$ cat src/hw/rtl/ptfp_pkg.sv
// Shared constants, angle tables and payload types for the pan/tilt floor point pipeline.
`default_nettype none

package ptfp_pkg;

  localparam int ANGLE_BITS_DEF = 16;
  localparam int FRAC_BITS_DEF  = 16;
  localparam int CORDIC_STEPS   = 30;
  localparam int ZW             = 33;
  localparam int XW             = 33;
  localparam int NW             = 34;
  localparam int DIVW           = 64;
  localparam int DVW            = 31;
  localparam int QW             = 33;

  localparam longint PI_Q30     = 64'sd3373259426;
  localparam longint HALFPI_Q30 = 64'sd1686629713;

  function automatic longint atan_q30(input int idx);
    case (idx)
      0:       atan_q30 = 64'sd843314857;
      1:       atan_q30 = 64'sd497837829;
      2:       atan_q30 = 64'sd263043837;
      3:       atan_q30 = 64'sd133525159;
      4:       atan_q30 = 64'sd67021687;
      5:       atan_q30 = 64'sd33543516;
      6:       atan_q30 = 64'sd16775851;
      7:       atan_q30 = 64'sd8388437;
      8:       atan_q30 = 64'sd4194283;
      9:       atan_q30 = 64'sd2097149;
      default: atan_q30 = longint'(1) <<< (30 - idx);
    endcase
  endfunction

  function automatic longint cordic_gain_x();
    longint x;
    longint y;
    longint z;
    longint dx;
    longint dy;
    x = longint'(1) <<< 30;
    y = 0;
    z = 0;
    for (int i = 0; i < CORDIC_STEPS; i++) begin
      dx = y >>> i;
      dy = x >>> i;
      if (z >= 0) begin
        x = x - dx;
        y = y + dy;
        z = z - atan_q30(i);
      end else begin
        x = x + dx;
        y = y - dy;
        z = z + atan_q30(i);
      end
    end
    cordic_gain_x = x;
  endfunction

  localparam longint GainX        = cordic_gain_x();
  localparam longint GAIN_FIX_Q30 = ((longint'(1) <<< 60) + GainX / 2) / GainX;

  typedef struct packed {
    logic signed [ZW-1:0] zp;
    logic signed [ZW-1:0] zt;
    logic                 fold;
  } angle_t;

  typedef struct packed {
    logic signed [XW-1:0] cp;
    logic signed [XW-1:0] sp;
    logic signed [XW-1:0] ct;
    logic signed [XW-1:0] st;
  } trig_t;

  typedef struct packed {
    logic neg;
    logic zero;
    logic ct_le0;
  } coord_flag_t;

  typedef struct packed {
    logic [QW-1:0] quo;
    logic          ovf;
    coord_flag_t   flag;
  } quot_t;

  typedef struct packed {
    logic        clip;
    logic [31:0] fy;
    logic [31:0] fx;
  } result_t;

endpackage

`default_nettype wire

$ cat src/hw/rtl/ptfp_angle.sv
// Maps the pan and tilt codes to Q30 radian angles and folds the pan angle.
`default_nettype none

module ptfp_angle #(
  parameter int ANGLE_BITS = 16
) (
  input  wire logic            clk_i,
  input  wire logic            rst_ni,
  input  wire logic            en_i,
  input  wire logic            valid_i,
  input  wire logic [15:0]     pan_code_i,
  input  wire logic [15:0]     tilt_code_i,
  output logic                 valid_o,
  output ptfp_pkg::angle_t     angle_o
);
  import ptfp_pkg::*;

  localparam int A   = ANGLE_BITS;
  localparam int M   = (1 << A) - 1;
  localparam int FA  = 2 * A + 2;
  localparam int RW  = A + 34;
  localparam int HW  = RW - 25;
  localparam int PW  = 2 * A + 34;
  localparam logic [127:0] RNum = (128'(PI_Q30) << FA) + 128'(M - 1);
  localparam logic [127:0] RVal = RNum / 128'(M);
  localparam logic [24:0]   RLo = RVal[24:0];
  localparam logic [HW-1:0] RHi = RVal[RW-1:25];
  localparam logic signed [A+1:0]  MS     = (A + 2)'(M);
  localparam logic signed [ZW-1:0] PiZ    = ZW'(PI_Q30);
  localparam logic signed [ZW-1:0] HalfPiZ = ZW'(HALFPI_Q30);

  logic [4:0] v_q;

  logic signed [A+1:0] sp_s;
  logic signed [A+1:0] st_s;
  logic [A-1:0] magp_q;
  logic [A-1:0] magt_q;
  logic [4:0]   negp_q;
  logic [4:0]   negt_q;

  logic [A+24:0]  plo_q;
  logic [A+HW-1:0] phi_q;
  logic [A+24:0]  tlo_q;
  logic [A+HW-1:0] thi_q;

  logic [PW:0]  pprod;
  logic [PW:0]  tprod;
  logic [31:0]  ap_q;
  logic [30:0]  at_q;

  logic signed [ZW-1:0] zp_q;
  logic signed [ZW-1:0] zt_q;
  angle_t               out_q;

  assign sp_s = $signed({1'b0, pan_code_i[15 -: A], 1'b0}) - MS;
  assign st_s = $signed({1'b0, tilt_code_i[15 -: A], 1'b0}) - MS;

  assign pprod = ((PW + 1)'(phi_q) << 25) + (PW + 1)'(plo_q) + ((PW + 1)'(1) << (FA - 1));
  assign tprod = ((PW + 1)'(thi_q) << 25) + (PW + 1)'(tlo_q) + ((PW + 1)'(1) << FA);

  always_ff @(posedge clk_i or negedge rst_ni) begin
    if (!rst_ni) begin
      v_q <= '0;
    end else if (en_i) begin
      v_q <= {v_q[3:0], valid_i};
    end
  end

  always_ff @(posedge clk_i) begin
    if (en_i) begin
      magp_q <= sp_s[A+1] ? A'(-sp_s) : A'(sp_s);
      magt_q <= st_s[A+1] ? A'(-st_s) : A'(st_s);
      negp_q <= {negp_q[3:0], sp_s[A+1]};
      negt_q <= {negt_q[3:0], st_s[A+1]};
      plo_q  <= (A + 25)'(magp_q) * (A + 25)'(RLo);
      phi_q  <= (A + HW)'(magp_q) * (A + HW)'(RHi);
      tlo_q  <= (A + 25)'(magt_q) * (A + 25)'(RLo);
      thi_q  <= (A + HW)'(magt_q) * (A + HW)'(RHi);
      ap_q   <= pprod[FA+31:FA];
      at_q   <= tprod[FA+31:FA+1];
      zp_q   <= negp_q[2] ? -$signed({1'b0, ap_q}) : $signed({1'b0, ap_q});
      zt_q   <= negt_q[2] ? -$signed({2'b0, at_q}) : $signed({2'b0, at_q});
      out_q.zt <= zt_q;
      if (zp_q > HalfPiZ) begin
        out_q.zp   <= zp_q - PiZ;
        out_q.fold <= 1'b1;
      end else if (zp_q < -HalfPiZ) begin
        out_q.zp   <= zp_q + PiZ;
        out_q.fold <= 1'b1;
      end else begin
        out_q.zp   <= zp_q;
        out_q.fold <= 1'b0;
      end
    end
  end

  assign valid_o = v_q[4];
  assign angle_o = out_q;

endmodule

`default_nettype wire

$ cat config.mk
export PLATFORM = sky130hd
export DESIGN_NAME = ptfp_angle
export DESIGN_NICKNAME = d
export VERILOG_FILES = /design/src/hw/rtl/ptfp_pkg.sv /design/src/hw/rtl/ptfp_angle.sv
export SDC_FILE = /design/constraint.sdc
export NUM_CORES = 2
export LEC_CHECK = 0
export BUFFER_PORTS_ARGS = -buffer_cell sky130_fd_sc_hd__clkbuf_2
export CAP_MARGIN = 10
export CORE_MARGIN = 4
export CORE_UTILIZATION = 50
export DETAILED_ROUTE_END_ITERATION = 7
export PLACE_DENSITY = 0.77
export SETUP_SLACK_MARGIN = 0.2
export SYNTH_ARGS = -nofsm -noshare
export SYNTH_HDL_FRONTEND = slang
export SYNTH_SLANG_ARGS = --single-unit
$ cat constraint.sdc
create_clock -name clk_i -period 10.8 [get_ports clk_i]
set_clock_uncertainty 0.05 [all_clocks]
set_input_delay 2.7 -clock clk_i [delete_from_list [all_inputs] [get_ports clk_i]]
set_output_delay 2.7 -clock clk_i [all_outputs]
set_load 0.01 [all_outputs]
* Word level (Yosys, flattened, before mapping)
Cells that the tools add are included.
Word-level totals: latch bits 0, RAM bits 0, memories 0, word-level logic and storage cells 43, flip-flop bits (word level) 401, bits in read-only memories 0
Cells by class: multiply operators 4, reductions and logical operators 0, mux-type cells 7, equal/unequal tests 0, add/sub/neg operators 12, magnitude comparators 2, shifts and indexed selects 0, bitwise gates (word level) 0, divide/modulo/power cells 0
Operator list (number):
- 66-bit by 40-bit adder with 66-bit output | 2
- 16-bit by 25-bit multiplier with 41-bit output, second input constant | 2
- 16-bit by 24-bit multiplier with 40-bit output, second input constant | 2
- 66-bit by 34-bit adder with 66-bit output, second input constant | 1
- 66-bit by 35-bit adder with 66-bit output, second input constant | 1
- 33-bit two-way mux | 2
- 17-bit by 16-bit subtractor with 18-bit output, second input constant | 2
- 33-bit adder, second input constant | 1
- 33-bit by 32-bit greater-than comparator with 1-bit output, second input constant | 1
- 33-bit by 32-bit < comparator with 1-bit output, second input constant | 1
- 31-bit negator with 33-bit output | 1
- 32-bit negator with 33-bit output | 1
- 33-bit subtractor, second input constant | 1
- 16-bit two-way mux | 2
- 32-bit two-way mux | 1
- 16-bit negator | 2
- 31-bit two-way mux | 1
- 1-bit two-way mux | 1

* Depth between registers and ports, before layout
word-level depth 3, depth in mapped cells 23

* Least setup slack after synthesis
Ideal clock, no wire load.
path kind register to register, from reg magt_q[1], to reg tlo_q[39], data pin, required time 10478 ps, arrival 5838 ps, setup time 272 ps, buffers on the path 0, clock period less this slack 6160 ps, slack 4640 ps, stages on the path, launching flop included 21, path through edfxtp_1 -> inv_1 -> fa_1 -> fa_1 -> fa_1 -> inv_1 -> fa_1 -> inv_1 -> fa_1 -> inv_1 -> fa_1 -> ha_1 -> and3_1 -> a221oi_1 -> o31a_1 -> o211ai_1 -> o2111ai_1 -> a31oi_1 -> nand2_1 -> o31a_1 -> xor2_1
On the way: word-level cells in the longest chain between the ends 1
RTL lines:
- start, declared | RTL line ptfp_angle.sv:37 | logic [A-1:0] magt_q;
- start signal, assigned | RTL line ptfp_angle.sv:72 | magt_q <= st_s[A+1] ? A'(-st_s) : A'(st_s);
- 16-bit by 24-bit multiplier with 40-bit output | RTL line ptfp_angle.sv:77 | tlo_q <= (A + 25)'(magt_q) * (A + 25)'(RLo);
- end signal, assigned | RTL line ptfp_angle.sv:77
- end, declared | RTL line ptfp_angle.sv:43 | logic [A+24:0] tlo_q;
Every way passes these cells. A chain may end at the register's enable or synchronous reset.

* Worst setup path after layout
Ends and elaborated chain as after synthesis.

==> results.md <==
Timing:
- Across all hold checks on the routed design, the worst slack comes to 0.367 ns.
- Setup repair after global routing left no endpoint under its margin.
- The clock period minus final worst setup slack is 7.20 ns.
- The transition time at the pin with the least slew margin is 1.11 ns.
- For the final routed database, the setup TNS stands at 0 ns.
- The number of max-slew violations in the final report was 0.
- The remaining max-slew budget at the tightest pin is 25.7%.
- The count of endpoints failing setup in the final report is 0.
- Timing would allow up to 139 MHz.
- The final critical path takes up 66.7% of the cycle.
- The final hold violation count is 0.

Layout:
- The post-route netlist has 5.91% of its cells at a drive strength greater than 1.
- The sequential cell area in the final layout is 0.0104 mm^2.
- The footprint of the multi-input gates is 0.0244 mm^2.
- From synthesis to final layout, the design area changed by 8.09%.
- The number of filler instances in the final layout is 6,336.
- The final-stage net count is 4,657.
- For this run, the number of standard cells in the final layout without fillers is 4,589.

Route:
- In this run the remaining antenna-violating nets after routing total 0.
- In the final routed layout, each cell accounts on average for 18.5 um.
- The total length of routed wires is 85,100 um.
- The count of TritonRoute iterations in the first routing pass is 5.
- The via density per instance is 5.46.
- After the first detailed-routing iteration, the DRC count stood at 1,880.
- The total vias in the final route is 25.1k.
- For this run, design rule violations remaining after detail routing come to 0.

Floorplanning:
- The core region is 0.0747 mm^2.
- The die extent in y is 283 um.
- The initialized floorplan defines 100 standard-cell rows.
- The number of top-level design ports is 104.
- The die is 283 um wide.
- The initial utilization of the core area, before any placement, comes to 50.5%.
- The area of the die is 0.0800 mm^2.

Synthesis:
- The number of nets handed over by synthesis was 4,555.
- The average cell area after synthesis is 10.8 um^2.
- In the synthesized netlist the dominant register cell turns out to be sky130_fd_sc_hd__edfxtp_1.
- The async set or reset register ratio after synthesis is 1.44%.
- The summed instance area of the synthesized netlist is 0.0377 mm^2.
- Yosys printed 0 warnings.
- The sequential-to-total area share from yosys stat is 27.5%.
- The number of synthesized flops with an enable pin is 342.
- The synthesized netlist cell count is 3,482.
- The post-synthesis cell type count is 73.
- The post-synthesis sequential element count is 347.

Clock network:
- The root buffer cell chosen for the clock tree is sky130_fd_sc_hd__clkbuf_16.
- The number of buffers on the longest clock path is 3.
- Clock-pin slew was measured on the worst setup and hold paths at 0.06 ns.
- The hold buffer count at cts is 0.
- The clock reaches the later pin of the worst-skew pair after 0.58 ns.
- The count of buffers added by post-CTS timing repair for setup is 0.
- In this run the number of H-tree levels came out at 2.
- The total clock buffers created by CTS is 43.
- The TritonCTS clock tree is done.
- The post-CTS resize count is 0.
- The clock net in this run drives a total of 347 sinks.

Worst setup path:
- The critical path launch point type is a flop.
- The critical path is of the reg2reg type.
- The setup check on the worst reg-to-reg path leaves a slack of 3.60 ns.
- The critical path endpoint category is a flop.
- Along the worst path, the maximum fanout reaches 10.
- The required time at the worst-slack endpoint is 11.04 ns.
- Data arrives at the worst endpoint at 7.45 ns.

Flow run:
- The max-cap check violation count is 0.

Worst hold path:
- The worst hold-check path type is reg2reg.

Global routing:
- After global routing the overflow that remains totals 0.
- The via count of the first global-routing pass is 25.6k.
- The initial antenna violation count is 3.
- Entering global routing, the biggest net connects 127 pins.
- Global routing used 21.8% of the available tracks across all layers.
- The first global-routing pass estimated 137,000 um of wire.

Placement:
- Including well taps, the total number of placed cells is 4,508.
- The HPWL after detailed placement is 71,600 um.
- Routability-driven placement finished with a final weighted congestion of 1.04.
- The port buffer count is 103.

Run status:
- The flow ran to the end, and the final reports show no timing, DRC or antenna violations.
-- through the flow --
| step | util, % | instance area [um^2] | setup slack (ns) |
|---|---|---|---|
| 3_5_place_dp | 52.7 | 39300 | 3.72 |
| 5_1_grt | 54.6 | 40800 | 3.31 |
| 6_report | 54.6 | 40800 | 3.60 |
| 4_1_cts | 54.6 | 40800 | 3.67 |
| 3_3_place_gp | 52.7 | 39300 | 3.83 |
| 2_1_floorplan | - | 37800 | 4.64 |
-- cells by family after synthesis --
| logic type | share of synthesized area (%) |
|---|---|
| adders and majority gates | 41.8 |
| xor gates and xnor gates | 6.75 |
| buffers and inverters | 7.72 |
| muxes | 0.149 |
| DFF | 27.5 |
| and+or+nand+nor | 6.71 |
| AOI/OAI and AO/OA | 9.33 |
-- sequential cells by signal, summed over array words and instances, names as in the netlist --
signal and cells:
angle_o 67, phi_q 40, thi_q 40, zp_q 33
zt_q 33, ap_q 32, at_q 31, magp_q 15
magt_q 15, plo_q 15, tlo_q 15, v_q 5
negp_q 3, negt_q 3
-- worst max-delay path: stages (launching register included) --
cell and delay [ns]:
sky130_fd_sc_hd__edfxtp_1 0.71, sky130_fd_sc_hd__inv_1 0.27, sky130_fd_sc_hd__fa_1 0.63, sky130_fd_sc_hd__fa_1 0.47, sky130_fd_sc_hd__fa_1 0.55, sky130_fd_sc_hd__inv_1 0.06
sky130_fd_sc_hd__fa_1 0.49, sky130_fd_sc_hd__inv_1 0.06, sky130_fd_sc_hd__fa_1 0.54, sky130_fd_sc_hd__inv_1 0.06, sky130_fd_sc_hd__fa_1 0.48, sky130_fd_sc_hd__ha_1 0.34
sky130_fd_sc_hd__and3_1 0.19, sky130_fd_sc_hd__a221oi_1 0.09, sky130_fd_sc_hd__o31a_1 0.24, sky130_fd_sc_hd__o211ai_1 0.22, sky130_fd_sc_hd__o2111ai_1 0.26, sky130_fd_sc_hd__a31oi_1 0.53
sky130_fd_sc_hd__nand2_1 0.21, sky130_fd_sc_hd__o31a_1 0.32, sky130_fd_sc_hd__xor2_1 0.14
-- layer usage --
layer | GRT usage (%) | vias up | wire length, um
met1 | 30.0 | 12100 | 37700
met2 | 34.4 | 767 | 38100
met3 | 5.13 | 155 | 6360
met4 | 6.65 | 2 | 2790
li1 | - | 12100 | -
met5 | 0.835 | - | 90
-- layout by cell type (no fill, tap or decap), types with 31 or more instances in the layout --
cell type                   Yosys  routed
sky130_fd_sc_hd__inv_1        725     725
sky130_fd_sc_hd__nand2_1      118     118
sky130_fd_sc_hd__clkbuf_16      0      43
sky130_fd_sc_hd__nand3_1       67      67
sky130_fd_sc_hd__xnor2_1      211     211
sky130_fd_sc_hd__nand4_1       31      31
sky130_fd_sc_hd__fa_1         374     374
sky130_fd_sc_hd__edfxtp_1     342     342
sky130_fd_sc_hd__ha_1         663     663
sky130_fd_sc_hd__a21o_1        87      87
sky130_fd_sc_hd__nor3_1        36      36
sky130_fd_sc_hd__clkbuf_2       0     102
sky130_fd_sc_hd__o21ai_0       94      94
sky130_fd_sc_hd__a21oi_1      138     138
sky130_fd_sc_hd__nor2_1       104     104
sky130_fd_sc_hd__xor2_1        80      80
-- final timing paths --
check / end / startpoint / cells after the start
hold reg to reg: angle_o[32] / zt_q[31] / 0
hold / removal: angle_o[32] / zt_q[31] / 0
setup reg to reg: tlo_q[39] / magt_q[1] / 20
max in group asynchronous: v_q[0] / rst_ni / 1
min in group asynchronous: v_q[1] / rst_ni / 1
setup / recovery: tlo_q[39] / magt_q[1] / 20
-- cell usage after synthesis, types with 17 or more instances --
master / count / area [um^2]
sky130_fd_sc_hd__a21oi_1: 138 / 691
sky130_fd_sc_hd__o31ai_1: 26 / 195
sky130_fd_sc_hd__o21ai_0: 94 / 470
sky130_fd_sc_hd__nor3_1: 36 / 180
sky130_fd_sc_hd__a21o_1: 87 / 653
sky130_fd_sc_hd__xor2_1: 80 / 701
sky130_fd_sc_hd__xnor2_1: 211 / 1850
sky130_fd_sc_hd__a31oi_1: 17 / 106
sky130_fd_sc_hd__and3_1: 20 / 125
sky130_fd_sc_hd__inv_1: 725 / 2720
sky130_fd_sc_hd__nor2_1: 104 / 390
sky130_fd_sc_hd__edfxtp_1: 342 / 10300
sky130_fd_sc_hd__o21a_1: 23 / 173
sky130_fd_sc_hd__fa_1: 374 / 7490
sky130_fd_sc_hd__nand2_1: 118 / 443
sky130_fd_sc_hd__nand4_1: 31 / 194
sky130_fd_sc_hd__nand3_1: 67 / 335
sky130_fd_sc_hd__clkbuf_1: 49 / 184
sky130_fd_sc_hd__ha_1: 663 / 8300
-- final cells by class --
type | instances | area share [%]
multi-input cells | 2359 | 59.9
flip-flops and latches | 347 | 25.5
inverters | 725 | 6.67
well taps | 969 | 2.97
clock buffers | 46 | 2.66
repair buffers | 108 | 1.38
clock inverters | 33 | 0.929
diodes | 2 | 0.0123
Power is not shown: default switching activity piles up to over one toggle a cycle in this logic, so the estimate is an artifact.
